`src/hw/rtl/sqlm_pkg.sv`:
```
// sqlm_pkg: shared constants, types and helpers for the sql comment and literal masker
// no dependencies; compiled first

package sqlm_pkg;

   localparam int TAG_MAX_DEF    = 14;
   localparam int DEPTH_BITS_DEF = 16;

   localparam logic [7:0] CH_DASH    = 8'h2D;
   localparam logic [7:0] CH_SLASH   = 8'h2F;
   localparam logic [7:0] CH_STAR    = 8'h2A;
   localparam logic [7:0] CH_DOLLAR  = 8'h24;
   localparam logic [7:0] CH_UNDER   = 8'h5F;
   localparam logic [7:0] CH_QUOTE   = 8'h27;
   localparam logic [7:0] CH_NEWLINE = 8'h0A;
   localparam logic [7:0] CH_SPACE   = 8'h20;

   // per-step status that travels with the result bytes
   typedef struct packed {
      logic tag_too_long;
      logic text_last;
   } sqlm_step_type;

   // letters, digits and underscore
   function automatic logic is_tag_char(input logic [7:0] ch);
      logic hit;
      hit = (ch inside {[8'h41:8'h5A], [8'h61:8'h7A], [8'h30:8'h39]}) || (ch == CH_UNDER);
      return hit;
   endfunction

endpackage

```
`src/hw/rtl/sqlm_if.sv`:
```
// sqlm_req_if / sqlm_rsp_if: valid-ready channels for the masker
// no dependencies

interface sqlm_req_if;
   logic       valid;
   logic       ready;
   logic [7:0] in_byte;
   logic       in_last;

   modport source (output valid, output in_byte, output in_last, input ready);
   modport sink (input valid, input in_byte, input in_last, output ready);
endinterface

interface sqlm_rsp_if;
   logic       valid;
   logic       ready;
   logic [7:0] out_byte;
   logic       out_last;
   logic       tag_too_long;

   modport source (output valid, output out_byte, output out_last, output tag_too_long,
                   input ready);
   modport sink (input valid, input out_byte, input out_last, input tag_too_long,
                 output ready);
endinterface

```
`src/hw/rtl/sqlm_lexer.sv`:
```
// sqlm_lexer: lexer state and the single-pass step logic that builds one transaction's results
// depends on sqlm_pkg

module sqlm_lexer #(
   parameter int TAG_MAX    = sqlm_pkg::TAG_MAX_DEF,
   parameter int DEPTH_BITS = sqlm_pkg::DEPTH_BITS_DEF
) (
   input  logic                          clock,
   input  logic                          reset,
   input  logic                          step_en,
   input  logic [7:0]                    in_byte,
   input  logic                          in_last,
   output logic [7:0]                    res_bytes [TAG_MAX+2],
   output logic [$clog2(TAG_MAX+3)-1:0]  res_cnt,
   output sqlm_pkg::sqlm_step_type       res_info
);
   import sqlm_pkg::*;

   localparam int HD  = TAG_MAX + 1;
   localparam int TD  = TAG_MAX + 2;
   localparam int HCW = $clog2(HD + 1);
   localparam int TLW = $clog2(TD + 1);

   typedef enum logic [2:0] {
      M_NORMAL, M_LINE, M_BLOCK, M_QUOTE, M_QUOTE_END, M_TAG, M_BODY
   } mode_type;

   typedef enum logic [1:0] {P_NONE, P_DASH, P_SLASH, P_STAR} pend_type;

   mode_type              mode_ff, mode_in;
   pend_type              pend_ff, pend_in;
   logic [DEPTH_BITS-1:0] depth_ff, depth_in;
   logic [HCW-1:0]        hcnt_ff, hcnt_in;
   logic [TLW-1:0]        tlen_ff, tlen_in;
   logic [TLW-1:0]        bcnt_ff, bcnt_in;
   logic [7:0]            held_l_ff [HD];
   logic [7:0]            held_r_ff [HD];
   logic [7:0]            tag_ff [TD];
   logic [7:0]            win_ff [TD];

   logic [7:0]     c;
   logic [7:0]     c_blank;
   logic           hold_start, hold_append, tag_load, win_shift, use_plain;
   logic [HCW-1:0] pc;
   logic           pblank;
   logic [1:0][7:0] tail;
   logic [1:0]     tc;
   logic           flag;

   logic           pl_emit, pl_start;
   logic [7:0]     pl_val;
   mode_type       pl_mode;
   pend_type       pl_pend;

   logic [7:0]     win_nx [TD];
   logic [TLW-1:0] bcnt_nx;
   logic           win_match;
   logic [7:0]     pre_src [TD];
   logic [TLW-1:0] pcw;

   assign c       = in_byte;
   assign c_blank = (c == CH_NEWLINE) ? CH_NEWLINE : CH_SPACE;

   // what a byte of plain text does
   always_comb begin
      pl_emit  = 1'b0;
      pl_val   = c;
      pl_start = 1'b0;
      pl_mode  = M_NORMAL;
      pl_pend  = P_NONE;
      if (c == CH_DASH) begin
         pl_pend = P_DASH;
      end else if (c == CH_SLASH) begin
         pl_pend = P_SLASH;
      end else if (c == CH_QUOTE) begin
         pl_emit = 1'b1;
         pl_val  = CH_SPACE;
         pl_mode = M_QUOTE;
      end else if (c == CH_DOLLAR) begin
         pl_start = 1'b1;
         pl_mode  = M_TAG;
      end else begin
         pl_emit = 1'b1;
      end
   end

   // closing tag search over the right-aligned tag and body window
   always_comb begin
      win_nx[TD-1] = c;
      for (int j = 0; j < TD - 1; j++) begin
         win_nx[j] = win_ff[j+1];
      end
      bcnt_nx   = (bcnt_ff < tlen_ff) ? bcnt_ff + 1'b1 : bcnt_ff;
      win_match = (tlen_ff != '0) && (bcnt_nx == tlen_ff);
      for (int j = 0; j < TD; j++) begin
         if ((tlen_ff >= TLW'(TD - j)) && (win_nx[j] != tag_ff[j])) begin
            win_match = 1'b0;
         end
      end
   end

   always_comb begin
      mode_in     = mode_ff;
      pend_in     = pend_ff;
      depth_in    = depth_ff;
      hcnt_in     = hcnt_ff;
      tlen_in     = tlen_ff;
      bcnt_in     = bcnt_ff;
      hold_start  = 1'b0;
      hold_append = 1'b0;
      tag_load    = 1'b0;
      win_shift   = 1'b0;
      use_plain   = 1'b0;
      pc          = '0;
      pblank      = 1'b0;
      tail        = '0;
      tc          = '0;
      flag        = 1'b0;

      case (mode_ff)
         M_NORMAL: begin
            if (pend_ff == P_DASH && c == CH_DASH) begin
               tail    = {CH_SPACE, CH_SPACE};
               tc      = 2'd2;
               pend_in = P_NONE;
               mode_in = M_LINE;
            end else if (pend_ff == P_SLASH && c == CH_STAR) begin
               tail     = {CH_SPACE, CH_SPACE};
               tc       = 2'd2;
               pend_in  = P_NONE;
               depth_in = DEPTH_BITS'(1);
               mode_in  = M_BLOCK;
            end else begin
               if (pend_ff == P_DASH) begin
                  tail[0] = CH_DASH;
                  tc      = 2'd1;
               end else if (pend_ff != P_NONE) begin
                  tail[0] = CH_SLASH;
                  tc      = 2'd1;
               end
               use_plain = 1'b1;
            end
         end
         M_LINE: begin
            tail[0] = c_blank;
            tc      = 2'd1;
            if (c == CH_NEWLINE) begin
               mode_in = M_NORMAL;
            end
         end
         M_BLOCK: begin
            tail[0] = c_blank;
            tc      = 2'd1;
            if (pend_ff == P_SLASH && c == CH_STAR) begin
               if (depth_ff != '1) begin
                  depth_in = depth_ff + 1'b1;
               end
               pend_in = P_NONE;
            end else if (pend_ff == P_STAR && c == CH_SLASH) begin
               if (depth_ff != '0) begin
                  depth_in = depth_ff - 1'b1;
               end
               pend_in = P_NONE;
               if (depth_in == '0) begin
                  mode_in = M_NORMAL;
               end
            end else begin
               pend_in = (c == CH_SLASH) ? P_SLASH : (c == CH_STAR) ? P_STAR : P_NONE;
            end
         end
         M_QUOTE: begin
            tail[0] = c_blank;
            tc      = 2'd1;
            if (c == CH_QUOTE) begin
               mode_in = M_QUOTE_END;
            end
         end
         M_QUOTE_END: begin
            if (c == CH_QUOTE) begin
               tail[0] = CH_SPACE;
               tc      = 2'd1;
               mode_in = M_QUOTE;
            end else begin
               use_plain = 1'b1;
            end
         end
         M_TAG: begin
            if (c == CH_DOLLAR) begin
               // tag confirmed: blank the opener and start the body
               pc       = hcnt_ff;
               pblank   = 1'b1;
               tail[0]  = CH_SPACE;
               tc       = 2'd1;
               tag_load = 1'b1;
               tlen_in  = TLW'(hcnt_ff) + TLW'(1);
               hcnt_in  = '0;
               bcnt_in  = '0;
               mode_in  = M_BODY;
            end else if (is_tag_char(c)) begin
               if (hcnt_ff < HCW'(HD)) begin
                  hold_append = 1'b1;
                  hcnt_in     = hcnt_ff + 1'b1;
               end else begin
                  // overlong tag goes out as plain text
                  pc      = hcnt_ff;
                  tail[0] = c;
                  tc      = 2'd1;
                  flag    = 1'b1;
                  hcnt_in = '0;
                  mode_in = M_NORMAL;
               end
            end else begin
               pc        = hcnt_ff;
               hcnt_in   = '0;
               use_plain = 1'b1;
            end
         end
         M_BODY: begin
            tail[0]   = c_blank;
            tc        = 2'd1;
            win_shift = 1'b1;
            bcnt_in   = bcnt_nx;
            if (win_match) begin
               mode_in = M_NORMAL;
               bcnt_in = '0;
            end
         end
         default: begin
            use_plain = 1'b1;
         end
      endcase

      if (use_plain) begin
         mode_in = pl_mode;
         pend_in = pl_pend;
         if (pl_emit) begin
            tail[tc[0]] = pl_val;
            tc          = tc + 2'd1;
         end
         if (pl_start) begin
            hold_start = 1'b1;
            hcnt_in    = HCW'(1);
         end
      end

      // end of text: release whatever is held, then back to reset values
      if (in_last) begin
         if (mode_in == M_NORMAL && pend_in == P_DASH) begin
            tail[tc[0]] = CH_DASH;
            tc          = tc + 2'd1;
         end else if (mode_in == M_NORMAL && pend_in == P_SLASH) begin
            tail[tc[0]] = CH_SLASH;
            tc          = tc + 2'd1;
         end
         if (mode_in == M_TAG) begin
            if (hold_append) begin
               pc          = hcnt_ff;
               tail[tc[0]] = c;
            end else begin
               tail[tc[0]] = CH_DOLLAR;
            end
            tc = tc + 2'd1;
         end
         mode_in  = M_NORMAL;
         pend_in  = P_NONE;
         depth_in = '0;
         hcnt_in  = '0;
         tlen_in  = '0;
         bcnt_in  = '0;
      end
   end

   // held bytes (or blanks) first, then the tail bytes
   always_comb begin
      for (int j = 0; j < HD; j++) begin
         pre_src[j] = pblank ? CH_SPACE : held_l_ff[j];
      end
      pre_src[TD-1] = CH_SPACE;
      pcw = TLW'(pc);
      for (int j = 0; j < TD; j++) begin
         if (TLW'(j) < pcw) begin
            res_bytes[j] = pre_src[j];
         end else if (TLW'(j) == pcw) begin
            res_bytes[j] = tail[0];
         end else begin
            res_bytes[j] = tail[1];
         end
      end
      res_cnt               = pcw + TLW'(tc);
      res_info.tag_too_long = flag;
      res_info.text_last    = in_last;
   end

   always_ff @(posedge clock) begin
      if (reset) begin
         mode_ff  <= M_NORMAL;
         pend_ff  <= P_NONE;
         depth_ff <= '0;
         hcnt_ff  <= '0;
         tlen_ff  <= '0;
         bcnt_ff  <= '0;
      end else if (step_en) begin
         mode_ff  <= mode_in;
         pend_ff  <= pend_in;
         depth_ff <= depth_in;
         hcnt_ff  <= hcnt_in;
         tlen_ff  <= tlen_in;
         bcnt_ff  <= bcnt_in;
      end
   end

   always_ff @(posedge clock) begin
      if (step_en) begin
         for (int j = 0; j < HD; j++) begin
            if ((hold_start && j == 0) || (hold_append && hcnt_ff == HCW'(j))) begin
               held_l_ff[j] <= c;
            end
         end
         // right-aligned copy of the held tag, ready to become the closing pattern
         if (hold_start || hold_append) begin
            for (int j = 0; j < HD - 1; j++) begin
               held_r_ff[j] <= held_r_ff[j+1];
            end
            held_r_ff[HD-1] <= c;
         end
         if (tag_load) begin
            for (int j = 0; j < HD; j++) begin
               tag_ff[j] <= held_r_ff[j];
            end
            tag_ff[TD-1] <= CH_DOLLAR;
         end
         if (win_shift) begin
            for (int j = 0; j < TD; j++) begin
               win_ff[j] <= win_nx[j];
            end
         end
      end
   end

   a_held_in_tag: assert property (@(posedge clock) disable iff (reset)
      (mode_ff == M_TAG) == (hcnt_ff != '0))
      else $error("held tag count out of step with tag mode");

   a_depth_in_block: assert property (@(posedge clock) disable iff (reset)
      (mode_ff == M_BLOCK) == (depth_ff != '0))
      else $error("comment depth out of step with block mode");

   a_body_count: assert property (@(posedge clock) disable iff (reset)
      bcnt_ff <= tlen_ff)
      else $error("body count beyond tag length");

endmodule

```
`src/hw/rtl/sql_comment_and_literal_masker.sv`:
```
// sql_comment_and_literal_masker: input register, lexer step and result drain buffer
// depends on sqlm_pkg, sqlm_if (sqlm_req_if, sqlm_rsp_if) and sqlm_lexer
//
//   port    direction  payload                                  transaction when
//   req     sink       in_byte[7:0], in_last                    req.valid && req.ready
//   rsp     source     out_byte[7:0], out_last, tag_too_long    rsp.valid && rsp.ready
//
// one result leaves per cycle while rsp.ready is high; an input byte gives 0 to TAG_MAX+2 results,
// held in the result buffer till taken, so plain text runs at one byte per cycle while rsp is ready
// a req byte passes through the input register and then the result buffer before it leaves on rsp
// a held input byte steps the lexer when the buffer is empty or its last entry is taken in that cycle
// reset is synchronous and active high; it clears the lexer state and both valid flags
// a stalled rsp fills the input register, after which req.ready drops

module sql_comment_and_literal_masker #(
   parameter int TAG_MAX    = sqlm_pkg::TAG_MAX_DEF,
   parameter int DEPTH_BITS = sqlm_pkg::DEPTH_BITS_DEF
) (
   input logic        clock,
   input logic        reset,
   sqlm_req_if.sink   req,
   sqlm_rsp_if.source rsp
);
   import sqlm_pkg::*;

   localparam int TD = TAG_MAX + 2;
   localparam int CW = $clog2(TD + 1);

   logic          in_valid_ff;
   logic [7:0]    in_byte_ff;
   logic          in_last_ff;

   logic [7:0]    res_ff [TD];
   logic [CW-1:0] cnt_ff;
   sqlm_step_type info_ff;

   logic [7:0]    lex_bytes [TD];
   logic [CW-1:0] lex_cnt;
   sqlm_step_type lex_info;

   logic          req_take;
   logic          rsp_take;
   logic          step;

   assign req_take  = req.valid && req.ready;
   assign rsp_take  = rsp.valid && rsp.ready;
   assign step      = in_valid_ff && ((cnt_ff == '0) || ((cnt_ff == CW'(1)) && rsp_take));
   assign req.ready = !in_valid_ff || step;

   assign rsp.valid        = (cnt_ff != '0);
   assign rsp.out_byte     = res_ff[0];
   assign rsp.out_last     = info_ff.text_last && (cnt_ff == CW'(1));
   assign rsp.tag_too_long = info_ff.tag_too_long;

   sqlm_lexer #(
      .TAG_MAX    (TAG_MAX),
      .DEPTH_BITS (DEPTH_BITS)
   ) u_lexer (
      .clock     (clock),
      .reset     (reset),
      .step_en   (step),
      .in_byte   (in_byte_ff),
      .in_last   (in_last_ff),
      .res_bytes (lex_bytes),
      .res_cnt   (lex_cnt),
      .res_info  (lex_info)
   );

   always_ff @(posedge clock) begin
      if (reset) begin
         in_valid_ff <= 1'b0;
      end else if (req_take) begin
         in_valid_ff <= 1'b1;
      end else if (step) begin
         in_valid_ff <= 1'b0;
      end
   end

   always_ff @(posedge clock) begin
      if (req_take) begin
         in_byte_ff <= req.in_byte;
         in_last_ff <= req.in_last;
      end
   end

   always_ff @(posedge clock) begin
      if (reset) begin
         cnt_ff <= '0;
      end else if (step) begin
         cnt_ff <= lex_cnt;
      end else if (rsp_take) begin
         cnt_ff <= cnt_ff - CW'(1);
      end
   end

   // results leave from the head; the rest move up one place per transaction
   always_ff @(posedge clock) begin
      if (step) begin
         for (int j = 0; j < TD; j++) begin
            res_ff[j] <= lex_bytes[j];
         end
         info_ff <= lex_info;
      end else if (rsp_take) begin
         for (int j = 0; j < TD - 1; j++) begin
            res_ff[j] <= res_ff[j+1];
         end
      end
   end

   a_input_held: assert property (@(posedge clock) disable iff (reset)
      (in_valid_ff && !step) |=> (in_valid_ff && $stable(in_byte_ff) && $stable(in_last_ff)))
      else $error("input register lost a waiting byte");

   a_drain_by_one: assert property (@(posedge clock) disable iff (reset)
      (rsp_take && !step) |=> (cnt_ff == $past(cnt_ff) - CW'(1)))
      else $error("result buffer did not drain by one");

   a_count_bound: assert property (@(posedge clock) disable iff (reset)
      step |=> (cnt_ff <= CW'(TD)))
      else $error("result count beyond buffer depth");

endmodule
```
`src/flat_wrapper.sv`:
```
// flat-port wrapper written by rule: the top's interface ports become plain ports
module sql_comment_and_literal_masker_flat import sqlm_pkg::*;
#(
   parameter int TAG_MAX    = sqlm_pkg::TAG_MAX_DEF,
   parameter int DEPTH_BITS = sqlm_pkg::DEPTH_BITS_DEF
)
  (clock, reset, req_valid, req_in_byte, req_in_last, req_ready, rsp_valid, rsp_out_byte, rsp_out_last, rsp_tag_too_long, rsp_ready);
  sqlm_req_if req_i ();
  sqlm_rsp_if rsp_i ();
  input logic clock;
  input logic reset;
  input wire logic [$bits(req_i.valid)-1:0] req_valid;
  input wire logic [$bits(req_i.in_byte)-1:0] req_in_byte;
  input wire logic [$bits(req_i.in_last)-1:0] req_in_last;
  output wire logic [$bits(req_i.ready)-1:0] req_ready;
  output wire logic [$bits(rsp_i.valid)-1:0] rsp_valid;
  output wire logic [$bits(rsp_i.out_byte)-1:0] rsp_out_byte;
  output wire logic [$bits(rsp_i.out_last)-1:0] rsp_out_last;
  output wire logic [$bits(rsp_i.tag_too_long)-1:0] rsp_tag_too_long;
  input wire logic [$bits(rsp_i.ready)-1:0] rsp_ready;
  assign req_i.valid = req_valid;
  assign req_i.in_byte = req_in_byte;
  assign req_i.in_last = req_in_last;
  assign req_ready = req_i.ready;
  assign rsp_valid = rsp_i.valid;
  assign rsp_out_byte = rsp_i.out_byte;
  assign rsp_out_last = rsp_i.out_last;
  assign rsp_tag_too_long = rsp_i.tag_too_long;
  assign rsp_i.ready = rsp_ready;
  sql_comment_and_literal_masker #(.TAG_MAX(TAG_MAX), .DEPTH_BITS(DEPTH_BITS)) u_core (.clock(clock), .reset(reset), .req(req_i), .rsp(rsp_i));
endmodule
```
`config.mk`:
```
export PLATFORM = sky130hd
export DESIGN_NAME = sql_comment_and_literal_masker_flat
export DESIGN_NICKNAME = d
export VERILOG_FILES = /design/src/hw/rtl/sqlm_pkg.sv /design/src/hw/rtl/sqlm_if.sv /design/src/hw/rtl/sqlm_lexer.sv /design/src/hw/rtl/sql_comment_and_literal_masker.sv /design/src/flat_wrapper.sv
export SDC_FILE = /design/constraint.sdc
export NUM_CORES = 1
export LEC_CHECK = 0
export ABC_AREA = 1
export BUFFER_PORTS_ARGS = -buffer_cell sky130_fd_sc_hd__buf_2
export CAP_MARGIN = 20
export CORE_ASPECT_RATIO = 1.1
export CORE_MARGIN = 1
export CORE_UTILIZATION = 35
export CTS_CLUSTER_SIZE = 12
export DETAILED_ROUTE_END_ITERATION = 7
export SLEW_MARGIN = 20
export SYNTH_ARGS = -nofsm -noshare
export SYNTH_HDL_FRONTEND = slang
export SYNTH_HIERARCHICAL = 1
export SYNTH_SLANG_ARGS = --single-unit
```
`constraint.sdc`:
```
create_clock -name clock -period 29.6 [get_ports clock]
set_input_delay 4.44 -clock clock [delete_from_list [all_inputs] [get_ports clock]]
set_output_delay 4.44 -clock clock [all_outputs]
set_load 0.02 [all_outputs]
```
==> impl_metrics.prom <==
# TYPE chip_impl_metric gauge
chip_impl_info{name="worst_reg2reg_path_endpoint",value="u_core/res_ff[3][8]$_DFFE_PP_"} 1
chip_impl_info{name="tritoncts_clock_tree",value="yes"} 1
chip_impl_metric{name="global_route_wire_length_before_repair",unit="mm"} 107
chip_impl_metric{name="place_congestion",unit=""} 0.905
chip_impl_metric{name="buffer_ports.inserted",unit=""} 24
chip_impl_metric{name="pin_count",unit=""} 25
chip_impl_metric{name="design.die.area",unit="um2"} 85200
chip_impl_metric{name="share_comb_of_total_power",unit="%"} 20.8
chip_impl_metric{name="route.vias.total",unit=""} 19500
chip_impl_metric{name="fin_ws",unit="ps"} 20180
chip_impl_metric{name="final-setup-viol-count",unit=""} 0
chip_impl_metric{name="detail_placement_hpwl",unit="mm"} 44.8
chip_impl_metric{name="synthesis.nets",unit=""} 2748
chip_impl_metric{name="post-cts-setup-buffer-count",unit=""} 0
chip_impl_info{name="start_kind",value="primary input"} 1
chip_impl_metric{name="ctsResizeCount",unit=""} 0
chip_impl_metric{name="overall_die_width",unit="um"} 278
chip_impl_metric{name="clock_tree.htree_level_count",unit=""} 3
chip_impl_metric{name="intPower",unit="W"} 0.00178
chip_impl_metric{name="insertion_delay",unit="ps"} 640
chip_impl_metric{name="total_switching_power",unit="W"} 0.000803
chip_impl_metric{name="clock_sink_count",unit=""} 660
chip_impl_metric{name="number_of_remaining_drc_errors",unit=""} 0
chip_impl_info{name="leading_cell_type_in_the_layout_fill_and_taps_excluded",value="nand2_1"} 1
chip_impl_metric{name="setup_tns",unit="ps"} 0
chip_impl_metric{name="power_density_cells",unit="nW/um2"} 78.8
chip_impl_metric{name="period_needed",unit="ps"} 9420
chip_impl_metric{name="worst_pin_slew",unit="ps"} 1050
chip_impl_metric{name="proportion_of_register_bits_with_asynchronous_set_or_reset_after_synthesis",unit="%"} 0
chip_impl_info{name="outcome",value="completed"} 1
chip_impl_metric{name="final_clock_period_utilization_by_the_worst_path",unit="%"} 31.8
chip_impl_info{name="rr_startpoint",value="u_core/in_byte_ff[7]$_DFFE_PP_"} 1
chip_impl_metric{name="dr.pass1.iters",unit=""} 7
chip_impl_metric{name="area_of_the_mapped_netlist",unit="um2"} 29400
chip_impl_metric{name="crit_path_max_fanout",unit=""} 3
chip_impl_metric{name="initialDrtViolationCount",unit=""} 1858
chip_impl_info{name="most_used_cells_in_the_layout_excluding_fill_and_tap_cells",value="nand2_1 (768), edfxtp_1 (619), nand3_1 (313)"} 1
chip_impl_metric{name="syn-mean-instance-area",unit="um2"} 10.8
chip_impl_metric{name="leakagePower",unit="nW"} 12.2
chip_impl_metric{name="drive_gt1_share",unit="%"} 8.88
chip_impl_metric{name="floorplan.rows",unit=""} 111
chip_impl_metric{name="route.detailed.wl_per_inst",unit="um"} 18.0
chip_impl_metric{name="seqPwrFrac",unit="%"} 47.2
chip_impl_metric{name="grt_overflow",unit=""} 0
chip_impl_info{name="end_kind",value="output port"} 1
chip_impl_metric{name="clk_pin_slew",unit="ps"} 50
chip_impl_metric{name="initial_standard_cell_utilization_of_the_core",unit="%"} 35.3
chip_impl_metric{name="antenna_cells",unit=""} 0
chip_impl_metric{name="timing.reg2reg.setup_slack",unit="ps"} 24020
chip_impl_info{name="grt_setup_unrepaired",value="no"} 1
chip_impl_info{name="synth_top_flop_cell",value="edfxtp_1"} 1
chip_impl_metric{name="layout_area_growth_over_synthesis",unit="%"} 11.6
chip_impl_metric{name="pre_cts_slack",unit="ps"} 20180
chip_impl_metric{name="power.share.switching",unit="%"} 31.0
chip_impl_metric{name="clk_path_buf_depth",unit=""} 3
chip_impl_info{name="class_of_the_tightest_hold_or_removal_check",value="reg2reg"} 1
chip_impl_metric{name="final_net_count",unit=""} 2791
chip_impl_metric{name="routed_via_density",unit=""} 5.02
chip_impl_metric{name="number_of_enable_type_register_cells_in_the_synthesized_netlist",unit=""} 619
chip_impl_metric{name="syn-instance-count",unit=""} 2718
chip_impl_metric{name="slew-limit-headroom",unit="%"} 29.5
chip_impl_info{name="timing.critical_path.from",value="rsp_ready"} 1
chip_impl_metric{name="cp_data_arrival_time",unit="ps"} 4980
chip_impl_metric{name="grt_max_degree",unit=""} 88
chip_impl_metric{name="post-route-util",unit="%"} 39.4
chip_impl_metric{name="wl",unit="mm"} 69.9
chip_impl_metric{name="drv.max_cap_violation_count",unit=""} 0
chip_impl_metric{name="fp.dieH",unit="um"} 306
chip_impl_metric{name="grt_pass1_vias",unit=""} 18600
chip_impl_info{name="cts_root_buffer",value="clkbuf_16"} 1
chip_impl_metric{name="fmax",unit="MHz"} 106
chip_impl_metric{name="final_cell_area",unit="um2"} 32800
chip_impl_metric{name="ffs_latches_synth",unit=""} 660
chip_impl_metric{name="synth_seq_area_share",unit="%"} 66.0
chip_impl_metric{name="max-vdd-ir-drop",unit="mV"} 0.0604
chip_impl_metric{name="synth_warnings",unit=""} 6
chip_impl_metric{name="cts_hold_buffers",unit=""} 0
chip_impl_metric{name="fin_worst_skew",unit="ps"} 21.6
chip_impl_metric{name="clock_power_share",unit="%"} 32.0
chip_impl_metric{name="hold_slack_final",unit="ps"} 413
chip_impl_metric{name="final-max-slew-violation-count",unit=""} 0
chip_impl_metric{name="globalRouteTotalUtil",unit="%"} 16.3
chip_impl_metric{name="final_hold_viol_count",unit=""} 0
chip_impl_info{name="category_of_the_most_critical_setup_path",value="in2out"} 1
chip_impl_metric{name="cp.required",unit="ps"} 25160
chip_impl_metric{name="core_region_area",unit="um2"} 83300
chip_impl_metric{name="antenna_found_initial",unit=""} 3
chip_impl_metric{name="cts_buffers",unit=""} 71
chip_impl_metric{name="reg2reg_path_depth",unit=""} 25
chip_impl_info{name="timing.critical_path.to",value="req_ready"} 1
chip_impl_metric{name="post_dp_cell_area",unit="um2"} 30700
chip_impl_metric{name="final_antenna_net_count",unit=""} 0
chip_impl_metric{name="synth.lib_cells_used.distinct",unit=""} 57
area by class of cell:
class	instances	area, um2
inverter	211	796
tap	1073	1340
multi-input combinational	1762	8790
clock buffer	89	1840
timing repair buffer	55	353
sequential	660	19400
fill	7940	50500
clock inverter	27	302
sequential cells by signal, summed over array words and instances (netlist names), 2 cells and up:
register,count
u_core/cnt_ff,5
u_core/in_byte_ff,8
u_core/res_ff,128
u_core/u_lexer/bcnt_ff,5
u_core/u_lexer/depth_ff,16
u_core/u_lexer/hcnt_ff,4
u_core/u_lexer/held_l_ff,120
u_core/u_lexer/held_r_ff,120
u_core/u_lexer/mode_ff,3
u_core/u_lexer/pend_ff,2
u_core/u_lexer/tag_ff,120
u_core/u_lexer/tlen_ff,5
u_core/u_lexer/win_ff,120
power groups by stage:
stage / logic (W) / registers (W) / clock network [W]
2_1_floorplan: 0.000402 / 0.00128 / 0
3_3_place_gp: 0.000535 / 0.00124 / 0
3_5_place_dp: 0.000540 / 0.00124 / 0
4_1_cts: 0.000542 / 0.00122 / 0.000850
5_1_grt: 0.000604 / 0.00123 / 0.000884
6_report: 0.000539 / 0.00122 / 0.000826
Yosys cell counts, types with 2 or more instances:
library cell	instances	area, um2
buf_1	2	7.51
buf_6	4	45.0
nor2_1	210	788
nand2_1	768	2880
nand3_1	313	1570
nor2_4	13	146
a31oi_1	4	25.0
nand3_4	4	70.1
o21ai_2	2	17.5
xor2_1	23	201
nor2_2	9	56.3
inv_1	182	683
o21ai_0	60	300
nor3_2	2	20.0
xnor2_1	92	806
buf_2	35	175
nor3_1	18	90.1
nand4_1	25	156
clkbuf_1	21	78.8
buf_4	22	165
o2111ai_1	4	35.0
o211ai_1	26	195
nand3_2	8	80.1
ha_1	16	200
nand3b_1	5	37.5
nand2_4	10	113
nand2_2	13	81.3
o21ai_1	9	45.0
inv_2	24	90.1
a211oi_1	14	105
clkinv_1	3	11.3
and3_1	2	12.5
nand4_4	2	42.5
o22ai_1	3	18.8
dfxtp_1	41	821
edfxtp_1	619	18600
o21a_1	3	22.5
a21oi_1	88	440
kinds of logic after synthesis:
logic type	share of synthesized area, %
AO/OA/AOI/OAI	4.39
XOR/XNOR	3.42
adder cells (fa/ha/maj)	0.748
buffers and inverters	4.34
flip-flops	66.0
AND/OR/NAND/NOR	21.1
how the worst min path moves through the flow:
stage	start	to	slack [ps]	cells after the start
floorplan	u_core/u_lexer/held_r_ff[0][0]$_DFFE_PP_	u_core/u_lexer/tag_ff[0][0]$_DFFE_PP_	400	0
global placement	u_core/u_lexer/held_r_ff[0][5]$_DFFE_PP_	u_core/u_lexer/tag_ff[0][5]$_DFFE_PP_	400	0
detailed placement	u_core/u_lexer/held_r_ff[0][2]$_DFFE_PP_	u_core/u_lexer/tag_ff[0][2]$_DFFE_PP_	400	0
CTS	u_core/u_lexer/held_r_ff[0][6]$_DFFE_PP_	u_core/u_lexer/tag_ff[0][6]$_DFFE_PP_	410	0
global route	u_core/u_lexer/held_r_ff[0][5]$_DFFE_PP_	u_core/u_lexer/tag_ff[0][5]$_DFFE_PP_	420	0
finish	u_core/u_lexer/held_r_ff[0][2]$_DFFE_PP_	u_core/u_lexer/tag_ff[0][2]$_DFFE_PP_	410	0
worst max-delay path, stage by stage:
cell	delay [ps]
buf_2	120
nand3_2	110
nand3_1	130
buf_2	180
routing by layer:
metal	track usage (%)	vias to the layer above	part of all wire, %
li1	-	9387	-
met4	6.39	4	3.1
met1	21.5	9173	42
met2	26.6	764	47
met3	2.98	151	7.9
met5	0	-	0.023
metrics by stage:
stage | std cells | total power [W]
after floorplan | 2718 | 0.00168
after global placement | 3760 | 0.00177
after detailed placement | 3760 | 0.00178
after CTS | 3876 | 0.00261
after global routing | 3877 | 0.00272
final | 3877 | 0.00259
No activity file was read; power rests on OpenSTA's default activity.
